### config.mk
export PLATFORM = sky130hd
export DESIGN_NAME = battery_level_monitor
export DESIGN_NICKNAME = d
export VERILOG_FILES = /design/src/rtl/blm_pkg.sv /design/src/rtl/blm_cfg_regs.sv /design/src/rtl/blm_divider.sv /design/src/rtl/battery_level_monitor.sv
export SDC_FILE = /design/constraint.sdc
export NUM_CORES = 1
export LEC_CHECK = 0
export BUFFER_PORTS_ARGS = -buffer_cell sky130_fd_sc_hd__buf_2
export CAP_MARGIN = 20
export CORE_MARGIN = 1.5
export CORE_UTILIZATION = 66
export DETAILED_ROUTE_END_ITERATION = 7
export GPL_TIMING_DRIVEN = 0
export MAX_ROUTING_LAYER = met4
export PLACE_DENSITY = 0.87
export SYNTH_ARGS = -nofsm -noshare
export SYNTH_HDL_FRONTEND = slang
export SYNTH_SLANG_ARGS = --single-unit
### constraint.sdc
create_clock -name clk -period 13.6 [get_ports clk]
set_input_delay 0.68 -clock clk [delete_from_list [all_inputs] [get_ports clk]]
set_output_delay 0.68 -clock clk [all_outputs]
set_load 0.1 [all_outputs]
### src/rtl/blm_pkg.sv
// Shared types, constants and helper functions of the battery level monitor.
`default_nettype none

package blm_pkg;

    localparam int SAMPLE_W  = 12;
    localparam int MV_W      = 13;
    localparam int PCT_W     = 7;
    localparam int LEVEL_W   = 7;
    localparam int APB_AW    = 4;
    localparam int APB_DW    = 32;

    localparam int DIV_DVD_W = 20;
    localparam int DIV_DVS_W = 13;
    localparam int DIV_CNT_W = $clog2(DIV_DVD_W + 1);

    localparam logic [PCT_W-1:0] PCT_FULL  = PCT_W'(100);
    localparam logic [PCT_W-1:0] PCT_EMPTY = PCT_W'(0);
    localparam int               STEP_SIZE = 10;
    localparam int               STEP_NUM  = 10;

    localparam logic [MV_W-1:0]    FULL_MV_RST     = MV_W'(4200);
    localparam logic [MV_W-1:0]    EMPTY_MV_RST    = MV_W'(3500);
    localparam logic [LEVEL_W-1:0] BLINK_LEVEL_RST = LEVEL_W'(5);
    localparam logic [LEVEL_W-1:0] SLEEP_LEVEL_RST = LEVEL_W'(3);
    localparam logic [PCT_W-1:0]   LAST_STEP_RST   = PCT_W'(100);

    localparam logic [1:0] REG_FULL_MV     = 2'd0;
    localparam logic [1:0] REG_EMPTY_MV    = 2'd1;
    localparam logic [1:0] REG_BLINK_LEVEL = 2'd2;
    localparam logic [1:0] REG_SLEEP_LEVEL = 2'd3;

    typedef struct packed {
        logic [MV_W-1:0]    full_mv;
        logic [MV_W-1:0]    empty_mv;
        logic [LEVEL_W-1:0] blink_level;
        logic [LEVEL_W-1:0] sleep_level;
    } cfg_t;

    typedef struct packed {
        logic                 start;
        logic [DIV_DVD_W-1:0] dividend;
        logic [DIV_DVS_W-1:0] divisor;
    } div_req_t;

    typedef struct packed {
        logic                 done;
        logic [DIV_DVD_W-1:0] quotient;
    } div_rsp_t;

    // ((pct + 1) / 10) * 10 for pct in 0..127
    function automatic logic [PCT_W-1:0] pct_step(input logic [PCT_W-1:0] pct);
        logic [PCT_W:0]   inc;
        logic [PCT_W-1:0] step;
        inc  = {1'b0, pct} + (PCT_W + 1)'(1);
        step = '0;
        for (int k = 1; k <= STEP_NUM + 2; k++) begin
            if (inc >= (PCT_W + 1)'(k * STEP_SIZE))
            begin
                step = PCT_W'(k * STEP_SIZE);
            end
        end
        return step;
    endfunction

endpackage

`default_nettype wire

### src/rtl/blm_cfg_regs.sv
// APB configuration register file of the battery level monitor.
`default_nettype none

module blm_cfg_regs
    import blm_pkg::*;
(
    input  wire logic              clk,
    input  wire logic              rst_n,
    input  wire logic              psel,
    input  wire logic              penable,
    input  wire logic              pwrite,
    input  wire logic [APB_AW-1:0] paddr,
    input  wire logic [APB_DW-1:0] pwdata,
    output logic      [APB_DW-1:0] prdata,
    output logic                   pready,
    output cfg_t                   cfg
);

    cfg_t       cfg_reg;
    logic       wr_en;
    logic [1:0] reg_idx;

    assign pready  = 1'b1;
    assign wr_en   = psel && penable && pwrite;
    assign reg_idx = paddr[3:2];
    assign cfg     = cfg_reg;

    always_ff @(posedge clk or negedge rst_n)
    begin
        if (!rst_n)
        begin
            cfg_reg.full_mv     <= FULL_MV_RST;
            cfg_reg.empty_mv    <= EMPTY_MV_RST;
            cfg_reg.blink_level <= BLINK_LEVEL_RST;
            cfg_reg.sleep_level <= SLEEP_LEVEL_RST;
        end
        else if (wr_en)
        begin
            unique case (reg_idx)
                REG_FULL_MV:     cfg_reg.full_mv     <= pwdata[MV_W-1:0];
                REG_EMPTY_MV:    cfg_reg.empty_mv    <= pwdata[MV_W-1:0];
                REG_BLINK_LEVEL: cfg_reg.blink_level <= pwdata[LEVEL_W-1:0];
                REG_SLEEP_LEVEL: cfg_reg.sleep_level <= pwdata[LEVEL_W-1:0];
                default:         cfg_reg             <= cfg_reg;
            endcase
        end
    end

    always_comb
    begin
        unique case (reg_idx)
            REG_FULL_MV:     prdata = APB_DW'(cfg_reg.full_mv);
            REG_EMPTY_MV:    prdata = APB_DW'(cfg_reg.empty_mv);
            REG_BLINK_LEVEL: prdata = APB_DW'(cfg_reg.blink_level);
            REG_SLEEP_LEVEL: prdata = APB_DW'(cfg_reg.sleep_level);
            default:         prdata = '0;
        endcase
    end

endmodule

`default_nettype wire

### src/rtl/blm_divider.sv
// Radix-2 restoring divider, one quotient bit per cycle.
`default_nettype none

module blm_divider
    import blm_pkg::*;
(
    input  wire logic clk,
    input  wire logic rst_n,
    input  div_req_t  req,
    output div_rsp_t  rsp
);

    logic                 busy_reg, busy_next;
    logic                 done_reg, done_next;
    logic [DIV_CNT_W-1:0] cnt_reg, cnt_next;
    logic [DIV_DVS_W-1:0] rem_reg, rem_next;
    logic [DIV_DVD_W-1:0] quo_reg, quo_next;
    logic [DIV_DVS_W-1:0] dvs_reg, dvs_next;
    logic [DIV_DVS_W:0]   rem_sh;
    logic [DIV_DVS_W:0]   rem_sub;
    logic                 ge;

    assign rem_sh  = {rem_reg, quo_reg[DIV_DVD_W-1]};
    assign ge      = rem_sh >= {1'b0, dvs_reg};
    assign rem_sub = rem_sh - {1'b0, dvs_reg};

    always_comb
    begin
        busy_next = busy_reg;
        done_next = 1'b0;
        cnt_next  = cnt_reg;
        rem_next  = rem_reg;
        quo_next  = quo_reg;
        dvs_next  = dvs_reg;
        if (req.start)
        begin
            busy_next = 1'b1;
            cnt_next  = DIV_CNT_W'(DIV_DVD_W);
            rem_next  = '0;
            quo_next  = req.dividend;
            dvs_next  = req.divisor;
        end
        else if (busy_reg)
        begin
            rem_next = ge ? rem_sub[DIV_DVS_W-1:0] : rem_sh[DIV_DVS_W-1:0];
            quo_next = {quo_reg[DIV_DVD_W-2:0], ge};
            cnt_next = cnt_reg - DIV_CNT_W'(1);
            if (cnt_reg == DIV_CNT_W'(1))
            begin
                busy_next = 1'b0;
                done_next = 1'b1;
            end
        end
    end

    always_ff @(posedge clk or negedge rst_n)
    begin
        if (!rst_n)
        begin
            busy_reg <= 1'b0;
            done_reg <= 1'b0;
            cnt_reg  <= '0;
        end
        else
        begin
            busy_reg <= busy_next;
            done_reg <= done_next;
            cnt_reg  <= cnt_next;
        end
    end

    always_ff @(posedge clk)
    begin
        rem_reg <= rem_next;
        quo_reg <= quo_next;
        dvs_reg <= dvs_next;
    end

    assign rsp.done     = done_reg;
    assign rsp.quotient = quo_reg;

endmodule

`default_nettype wire

### src/rtl/battery_level_monitor.sv
// Top level of the battery level monitor: sample gathering, sequencer and status flags.
//
// A sample word that does not complete a group of SAMPLE_COUNT is taken while the block
// is idle and added to the running sum. The last sample of a group starts a measurement.
// The AVG state forms the group average by a constant reciprocal multiply and keeps it
// doubled in mv. The PCT_PREP state checks the calibration. When full_mv is above
// empty_mv and the voltage is above empty_mv, the divider then forms the percentage and
// flags completion. The FINISH state then loads the result word into the output
// register, waiting while result_stall still holds the previous result. sample_stall
// stays high until the result word is loaded. Configuration writes must only be made
// while the block is idle.
`default_nettype none

module battery_level_monitor
    import blm_pkg::*;
#(
    parameter int SAMPLE_COUNT = 4
)
(
    input  wire logic                clk,
    input  wire logic                rst_n,

    input  wire logic                psel,
    input  wire logic                penable,
    input  wire logic                pwrite,
    input  wire logic [APB_AW-1:0]   paddr,
    input  wire logic [APB_DW-1:0]   pwdata,
    output logic      [APB_DW-1:0]   prdata,
    output logic                     pready,

    input  wire logic                sample_valid,
    output logic                     sample_stall,
    input  wire logic [SAMPLE_W-1:0] sample_mv,

    output logic                     result_valid,
    input  wire logic                result_stall,
    output logic      [MV_W-1:0]     battery_mv,
    output logic      [PCT_W-1:0]    percentage,
    output logic                     priming,
    output logic                     led_on,
    output logic                     fast_poll,
    output logic                     sleep_request,
    output logic                     level_event
);

    localparam int SUM_W    = SAMPLE_W + $clog2(SAMPLE_COUNT);
    localparam int CNT_W    = (SAMPLE_COUNT > 1) ? $clog2(SAMPLE_COUNT) : 1;
    localparam int RECIP_SH = SUM_W + CNT_W;
    localparam int RECIP_W  = RECIP_SH + 1;
    localparam int PROD_W   = SUM_W + RECIP_W;
    localparam logic [RECIP_W-1:0] RECIP =
        RECIP_W'(((1 << RECIP_SH) + SAMPLE_COUNT - 1) / SAMPLE_COUNT);

    typedef enum logic [4:0] {
        ST_IDLE     = 5'b00001,
        ST_AVG      = 5'b00010,
        ST_PCT_PREP = 5'b00100,
        ST_PCT_DIV  = 5'b01000,
        ST_FINISH   = 5'b10000
    } state_t;

    cfg_t     cfg;
    div_req_t div_req;
    div_rsp_t div_rsp;

    state_t           state_reg, state_next;
    logic [SUM_W-1:0] sum_reg, sum_next;
    logic [CNT_W-1:0] count_reg, count_next;
    logic [MV_W-1:0]  mv_reg, mv_next;
    logic [PCT_W-1:0] pct_reg, pct_next;
    logic             primed_reg, primed_next;
    logic [MV_W-1:0]  prev_mv_reg, prev_mv_next;
    logic [PCT_W-1:0] prev_pct_reg, prev_pct_next;
    logic [PCT_W-1:0] last_step_reg, last_step_next;
    logic             blink_reg, blink_next;

    logic             res_valid_reg, res_valid_next;
    logic [MV_W-1:0]  res_mv_reg, res_mv_next;
    logic [PCT_W-1:0] res_pct_reg, res_pct_next;
    logic             res_prim_reg, res_prim_next;
    logic             res_led_reg, res_led_next;
    logic             res_fast_reg, res_fast_next;
    logic             res_sleep_reg, res_sleep_next;
    logic             res_event_reg, res_event_next;

    logic             sample_take;
    logic             result_take;
    logic [SUM_W-1:0] sum_add;
    logic [PROD_W-1:0] avg_prod;
    logic [MV_W-1:0]  span_mv;
    logic [MV_W-1:0]  above_mv;
    logic [DIV_DVD_W-1:0] above_x100;
    logic             low_level;
    logic [PCT_W-1:0] step;

    blm_cfg_regs u_cfg_regs (
        .clk     (clk),
        .rst_n   (rst_n),
        .psel    (psel),
        .penable (penable),
        .pwrite  (pwrite),
        .paddr   (paddr),
        .pwdata  (pwdata),
        .prdata  (prdata),
        .pready  (pready),
        .cfg     (cfg)
    );

    blm_divider u_divider (
        .clk   (clk),
        .rst_n (rst_n),
        .req   (div_req),
        .rsp   (div_rsp)
    );

    assign sample_stall = (state_reg != ST_IDLE);
    assign sample_take  = sample_valid && !sample_stall;
    assign result_take  = res_valid_reg && !result_stall;

    assign sum_add    = sum_reg + SUM_W'(sample_mv);
    assign avg_prod   = PROD_W'(sum_reg) * PROD_W'(RECIP);
    assign span_mv    = cfg.full_mv - cfg.empty_mv;
    assign above_mv   = mv_reg - cfg.empty_mv;
    assign above_x100 = (DIV_DVD_W'(above_mv) << 6) + (DIV_DVD_W'(above_mv) << 5)
                      + (DIV_DVD_W'(above_mv) << 2);
    assign low_level  = (pct_reg <= cfg.blink_level);
    assign step       = pct_step(pct_reg);

    always_comb
    begin
        state_next      = state_reg;
        sum_next        = sum_reg;
        count_next      = count_reg;
        mv_next         = mv_reg;
        pct_next        = pct_reg;
        primed_next     = primed_reg;
        prev_mv_next    = prev_mv_reg;
        prev_pct_next   = prev_pct_reg;
        last_step_next  = last_step_reg;
        blink_next      = blink_reg;
        res_valid_next  = res_valid_reg && !result_take;
        res_mv_next     = res_mv_reg;
        res_pct_next    = res_pct_reg;
        res_prim_next   = res_prim_reg;
        res_led_next    = res_led_reg;
        res_fast_next   = res_fast_reg;
        res_sleep_next  = res_sleep_reg;
        res_event_next  = res_event_reg;
        div_req.start    = 1'b0;
        div_req.dividend = '0;
        div_req.divisor  = '0;

        unique case (state_reg)
            ST_IDLE:
            begin
                if (sample_take)
                begin
                    if (count_reg == CNT_W'(SAMPLE_COUNT - 1))
                    begin
                        sum_next   = sum_add;
                        count_next = '0;
                        state_next = ST_AVG;
                    end
                    else
                    begin
                        sum_next   = sum_add;
                        count_next = count_reg + CNT_W'(1);
                    end
                end
            end
            ST_AVG:
            begin
                mv_next    = {avg_prod[RECIP_SH +: MV_W-1], 1'b0};
                sum_next   = '0;
                state_next = ST_PCT_PREP;
            end
            ST_PCT_PREP:
            begin
                if (cfg.full_mv <= cfg.empty_mv)
                begin
                    pct_next   = (mv_reg >= cfg.full_mv) ? PCT_FULL : PCT_EMPTY;
                    state_next = ST_FINISH;
                end
                else if (mv_reg <= cfg.empty_mv)
                begin
                    pct_next   = PCT_EMPTY;
                    state_next = ST_FINISH;
                end
                else
                begin
                    div_req.start    = 1'b1;
                    div_req.dividend = above_x100;
                    div_req.divisor  = span_mv;
                    state_next       = ST_PCT_DIV;
                end
            end
            ST_PCT_DIV:
            begin
                if (div_rsp.done)
                begin
                    pct_next   = (div_rsp.quotient > DIV_DVD_W'(PCT_FULL))
                               ? PCT_FULL : div_rsp.quotient[PCT_W-1:0];
                    state_next = ST_FINISH;
                end
            end
            ST_FINISH:
            begin
                if (!res_valid_reg || !result_stall)
                begin
                    res_valid_next = 1'b1;
                    res_mv_next    = mv_reg;
                    res_pct_next   = pct_reg;
                    res_prim_next  = !primed_reg;
                    res_led_next   = 1'b0;
                    res_fast_next  = 1'b0;
                    res_sleep_next = 1'b0;
                    res_event_next = 1'b0;
                    if (!primed_reg)
                    begin
                        primed_next    = 1'b1;
                        last_step_next = LAST_STEP_RST;
                    end
                    else
                    begin
                        if (low_level)
                        begin
                            res_fast_next  = 1'b1;
                            res_led_next   = blink_reg;
                            blink_next     = !blink_reg;
                            res_sleep_next = (pct_reg <= cfg.sleep_level);
                        end
                        if (mv_reg <= prev_mv_reg && prev_pct_reg >= step
                            && pct_reg < step && step < last_step_reg)
                        begin
                            last_step_next = step;
                            res_event_next = 1'b1;
                        end
                    end
                    prev_mv_next  = mv_reg;
                    prev_pct_next = pct_reg;
                    state_next    = ST_IDLE;
                end
            end
            default:
            begin
                state_next = ST_IDLE;
            end
        endcase
    end

    always_ff @(posedge clk or negedge rst_n)
    begin
        if (!rst_n)
        begin
            state_reg     <= ST_IDLE;
            sum_reg       <= '0;
            count_reg     <= '0;
            primed_reg    <= 1'b0;
            prev_mv_reg   <= '0;
            prev_pct_reg  <= '0;
            last_step_reg <= LAST_STEP_RST;
            blink_reg     <= 1'b0;
            res_valid_reg <= 1'b0;
        end
        else
        begin
            state_reg     <= state_next;
            sum_reg       <= sum_next;
            count_reg     <= count_next;
            primed_reg    <= primed_next;
            prev_mv_reg   <= prev_mv_next;
            prev_pct_reg  <= prev_pct_next;
            last_step_reg <= last_step_next;
            blink_reg     <= blink_next;
            res_valid_reg <= res_valid_next;
        end
    end

    always_ff @(posedge clk)
    begin
        mv_reg        <= mv_next;
        pct_reg       <= pct_next;
        res_mv_reg    <= res_mv_next;
        res_pct_reg   <= res_pct_next;
        res_prim_reg  <= res_prim_next;
        res_led_reg   <= res_led_next;
        res_fast_reg  <= res_fast_next;
        res_sleep_reg <= res_sleep_next;
        res_event_reg <= res_event_next;
    end

    assign result_valid  = res_valid_reg;
    assign battery_mv    = res_mv_reg;
    assign percentage    = res_pct_reg;
    assign priming       = res_prim_reg;
    assign led_on        = res_led_reg;
    assign fast_poll     = res_fast_reg;
    assign sleep_request = res_sleep_reg;
    assign level_event   = res_event_reg;

endmodule

`default_nettype wire

# --- Yosys cells after proc, flatten, opt, wreduce, memory -nomap -nowiden ---
# Index checks and enable logic that the tools add are counted.
classes:
  n_mux: 49
  reduce_logical: 32
  eq_ne: 17
  n_addsub: 9
  bitwise_logic: 1
  n_lt_le_gt_ge: 23
ops:
  columns: ["op", "n"]
  rows:
  - ["one-hot mux 32 bit (4 select lines)", 1]
  - ["2-to-1 mux 34 bit", 3]
  - ["2-to-1 mux 7 bit", 14]
  - ["2-to-1 mux 5 bit", 10]
  - [">= comparator 8 x 7 -> 1 bit (second input constant)", 6]
  - ["2-to-1 mux 20 bit", 2]
  - ["<= comparator 13 bit", 3]
  - ["subtractor 13 bit", 3]
  - ["one-hot mux 14 bit (2 select lines)", 1]
  - ["one-hot mux 5 bit (5 select lines)", 1]
  - [">= comparator 8 x 6 -> 1 bit (second input constant)", 3]
  - ["adder 19 x 18 -> 20 bit", 1]
  - ["adder 20 x 15 -> 20 bit", 1]
  - ["greater-than comparator 20 x 7 -> 1 bit (second input constant)", 1]
  - [">= comparator 8 x 5 -> 1 bit (second input constant)", 2]
  - ["AND reduction 2 bit", 8]
  - ["adder 14 x 12 -> 14 bit", 1]
  - [">= comparator 14 x 13 -> 1 bit", 1]
  - ["<= comparator 7 bit", 2]
  - ["less-than comparator 7 bit", 2]
  - ["2-to-1 mux 14 bit", 1]
  - ["one-hot mux 7 bit (2 select lines)", 1]
  - [">= comparator 13 bit", 1]
  - ["2-to-1 mux 13 bit", 1]
  - ["29 further kinds", 61]
word_totals:
  word_cells: 159
  out_inout_bits: 60
  inputBits: 55
  reg_bits: 186

# --- Longest topological paths before layout ---
logic_depth:
  ltp_word: 20
  depth_mapped: 22
  mapped_depth_nobuf: 21

# --- By module ---
# From an unflattened synthesis, not the netlist that was laid out.
hier_totals:
  cells_unflattened: 1328
  hier_area_um2: 13167.6
modules_own_cells:
  columns: ["mod", "n_inst", "seq_area_each_um2", "cells_per_inst", "area_per_inst_um2"]
  rows:
  - ["battery_level_monitor", 1, 2522.4, 934, 8287.9]
  - ["blm_divider", 1, 1426.4, 258, 2870.3]
  - ["blm_cfg_regs", 1, 1019.7, 136, 2009.4]

# --- Worst setup path before layout ---
# Ideal clock, no wire load.
synth_timing:
  path_kind: "register to register"
  startpoint: "register u_cfg_regs.cfg_reg, in the netlist u_cfg_regs.cfg[16]"
  endpoint: "register u_divider.quo_reg[17], data pin"
  path_buffers: 0
  slack_ns: 8.729
  setup_ns: 0.260
  t_arrival_ns: 4.611
  required_ns: 13.340
  period_less_slack_ns: 4.871
  path_stages_with_launch: 22
  cell_sequence: "dfstp_2 > inv_1 > ha_1 > nor2b_1 > o21ai_0 > a21oi_1 > nand2b_1 > a21o_1 > a21oi_1 > o21ai_0 > a21o_1 > xnor2_1 > fa_1 > inv_1 > ha_1 > or2_2 > o31a_1 > a311oi_1 > nor2b_1 > o31a_1 > xor2_1 > mux2_4"
synth_via:
  elab_chain_cells: 7
  word_cells_on_any_way: 9
  classes_between: "add/sub: 3; order compare: 2; mux: 4"
synth_rtl:
  columns: ["item", "line_no", "text"]
  rows:
  - ["start, declared", "blm_cfg_regs.sv:19", "cfg_t cfg_reg;"]
  - ["start signal, assigned", "blm_cfg_regs.sv:44", "default: cfg_reg <= cfg_reg;"]
  - ["subtractor 13 bit", "battery_level_monitor.sv:123", "assign above_mv = mv_reg - cfg.empty_mv;"]
  - ["adder 19 x 18 -> 20 bit", "battery_level_monitor.sv:124", "assign above_x100 = (DIV_DVD_W'(above_mv) << 6) + (DIV_DVD_W'(above_mv) << 5)"]
  - ["adder 20 x 15 -> 20 bit", "battery_level_monitor.sv:125", "+ (DIV_DVD_W'(above_mv) << 2);"]
  - ["2-to-1 mux 34 bit", "battery_level_monitor.sv:184", "else if (mv_reg <= cfg.empty_mv)"]
  - ["2-to-1 mux 34 bit (*)", "battery_level_monitor.sv:179", "if (cfg.full_mv <= cfg.empty_mv)"]
  - ["2-to-1 mux 34 bit (*)", "battery_level_monitor.sv:153", "unique case (state_reg)"]
  - ["2-to-1 mux 20 bit (*)", "blm_divider.sv:35", "if (req.start)"]
  - ["named net u_divider.quo_next[17]", "blm_divider.sv:17", "logic [DIV_DVD_W-1:0] quo_reg, quo_next;"]
  - ["end signal, assigned", "blm_divider.sv:75", "quo_reg <= quo_next;"]
  - ["end, declared", "blm_divider.sv:17", null]
# Mark *: on every way through the listed nets, which the timed path passes. The rest lies on a longest branch.
# A chain may end at the register's enable or synchronous reset.

# --- Worst setup path after layout ---
layout_timing:
  startpoint: "register u_cfg_regs.cfg_reg, in the netlist u_cfg_regs.cfg[15]"
  endpoint: "register u_divider.quo_reg[17], data pin"
# The elaborated chain is that of the path after synthesis.

==> results.toml <==
[timing]
max_freq_mhz = 182
setup_violations = 0
whs_ps = 137
fin_crit_ps = 5500
rsz0062_at_grt = "false"
slew_headroom_pct = 36.4
finalSetupTns_ps = 0
hold_viol = 0
fin_crit_sh_pct = 40.4
worst_slack_ps = 8100
finalMaxSlewViolations = 0
tightest_slew_ps = 944
finalClockSkew_ps = 13.6

[clock_tree]
clock_sinks = 185
numCtsBuffers = 17
postCtsHoldBufs = 0
cts_resized = 0
clock-root-buffer = "clkbuf_16"
tritoncts = "done"
clkSlewWorstSetupHoldPaths_ps = 70
worstSkewPairLatency_ps = 450
htree_levels = 4
cts_setup_buffers = 0
clk_path_buf_depth = 2

[status]
status = "finished clean"

[power_and_ir_drop]
power.leakage_nw = 6.51
powerDensity_nw_per_um2 = 181
vdd_drop_max_v = 0.000177
power.total_mw = 2.58

[global_route]
grt_pass1_wl_um = 52000
first_global_vias = 10400
grt_overflow = 0
grt_max_degree = 74
antenna_found_initial = 2
track_usage_pct = 33.8

[final_layout]
drive_above_1_share_pct = 16.0
seqCellArea_um2 = 4970
largest_reg_flops = 40
fin_area_um2 = 14200
fin_nets = 1633
final_cells = 1713
layout_commonest_cell = "inv_1"
layout_common_cells = "inv_1, ha_1, nand2_1, o21ai_0, buf_2"
multiInputGateArea_um2 = 7070
final_core_util_pct = 75.0
fill_cells = 1327
syn2layout_area_growth_pct = 10.4

[hold_path]
hold_class = "in -> async"

[detailed_routing]
via_per_inst = 6.11
wire_per_inst_um = 18.8
final_antenna_net_count = 0
dr.first_iter.drc_count = 816
wirelength_um = 32200
dr_total_vias = 10500
dr.pass1.iters = 5
drcViolationCount = 0

[worst_setup_path]
cp-start-kind = "flop"
slowest_stage = "dfrtp_1"
crit_path_max_incr_delay_ps = 500
path_delay_family = "compound AO/OA/AOI/OAI gates"
arrival_ps = 5700
crit_required_ps = 13810
worst-setup-path-type = "reg -> reg"
crit_buf_inv = 2
crit_path_end_kind = "flop"
crit_fanout = 5
crit_chain = "inv_1 > ha_1 > nor2b_1 > o21a_1 > o21ai_1 > nand2_1 > a21oi_1 > xor2_1 > fa_1 > inv_1 > ha_1 > a21o_1 > a21oi_1 > o21bai_1 > a2111o_1 > a311oi_1 > nor2b_1 > o31a_1 > xor2_1 > mux2_4"

[yosys]
synth_top_area_share_pct = 17.7
synth_area_um2 = 12900
ys_seq_area_share_pct = 38.6
ys_warn_count = 0
async_reset_ff_share_pct = 51.9
synthesis.instances = 1327
synth_edf_count = 76
synth_top_cell_by_area = "edfxtp_1"
ys_ff_latch = 185
synth_area_leaders = "edfxtp_1, dfrtp_1, ha_1, inv_1, dfstp_2"
synthFlopType = "dfrtp_1"
avgSynthCellArea_um2 = 9.71
synth_cell_types = 90

[floorplan]
io_pins = 115
dieHeight_um = 143
fp.dieW_um = 143
rows = 50
core-area_um2 = 19000
start_util_pct = 68.0
dieArea_um2 = 20400

[placement]
dpl_worst_slack_ps = 8130
dp_hpwl_um = 23900
gp_congestion = 0.911
port_buffers = 70
dpl_cell_area_um2 = 13700
dp.cells = 1678

[flow_run]
maxCapViolCount = 0
## cell type report
cell class	count	share of cell area, %
flip-flops and latches	185	34.9
diodes	2	0.0352
multi-input cells	957	49.7
clock inverters	13	0.765
plain buffers	68	2.82
repair buffers	73	2.76
clock buffers	19	3.04
well taps	260	2.29
inverters	136	3.61
## worst paths after layout
path | startpoint | to | slack, ps | cells past startpoint
setup / recovery | u_cfg_regs.cfg[15] | u_divider.quo_reg[17] | 8100 | 20
hold / removal | rst_n | u_divider.cnt_reg[1] | 140 | 1
setup reg to reg | u_cfg_regs.cfg[15] | u_divider.quo_reg[17] | 8100 | 20
hold reg to reg | blink_reg | blink_reg | 470 | 1
max in group asynchronous | rst_n | u_cfg_regs.cfg[7] | 12720 | 2
min in group clk | pwdata[9] | u_cfg_regs.cfg[36] | 460 | 3
## synthesized netlist by cell type (14+ instances only)
library cell and number:
mux2_2 28, xnor2_1 33, a211oi_1 16, dfrtp_1 77, dfstp_2 19, nor3_1 30, nor2_1 77, nand2_1 105
xor2_1 18, edfxtp_1 76, a21oi_1 64, clkbuf_1 25, buf_4 26, nand3_1 36, and3_1 14, ha_1 127
nor2b_1 29, o21ai_0 94, nand4_1 15, o21a_1 21, mux2i_1 20, inv_1 135, a21o_1 25
## per-layer routing
| metal | up-vias | routed length [um] | track usage [%] |
|---|---|---|---|
| met5 | - | 0 | - |
| met4 | 0 | 1110 | 15.0 |
| met3 | 91 | 2560 | 5.90 |
| met2 | 496 | 15000 | 52.5 |
| met1 | 4965 | 13600 | 43.8 |
| li1 | 4907 | - | - |
## report_power, final
group | leakage (nW) | internal (mW) | switching, mW | total (mW)
Combinational | 4.29 | 0.565 | 0.790 | 1.36
Sequential | 1.95 | 0.676 | 0.0737 | 0.749
Clock | 0.273 | 0.240 | 0.235 | 0.475
## cells by family after synthesis
family	synth area share (%)
DFF	38.6
other	0.0583
and+or+nand+nor	14.6
xor gates and xnor gates	3.47
buffers and inverters	7.09
muxes	6.27
adders and majority gates	14.4
AOI/OAI and AO/OA	15.6
## worst reg2reg max path: cells and delay by family (launching register included)
kind | cells | cell delay, ps
simple gates | 3 | 320
xor+xnor | 2 | 640
mux | 1 | 260
flops | 1 | 500
fa+ha+maj | 3 | 1130
compound gates | 9 | 2150
buf+inv | 2 | 270
No activity file was read; power rests on OpenSTA's default activity.
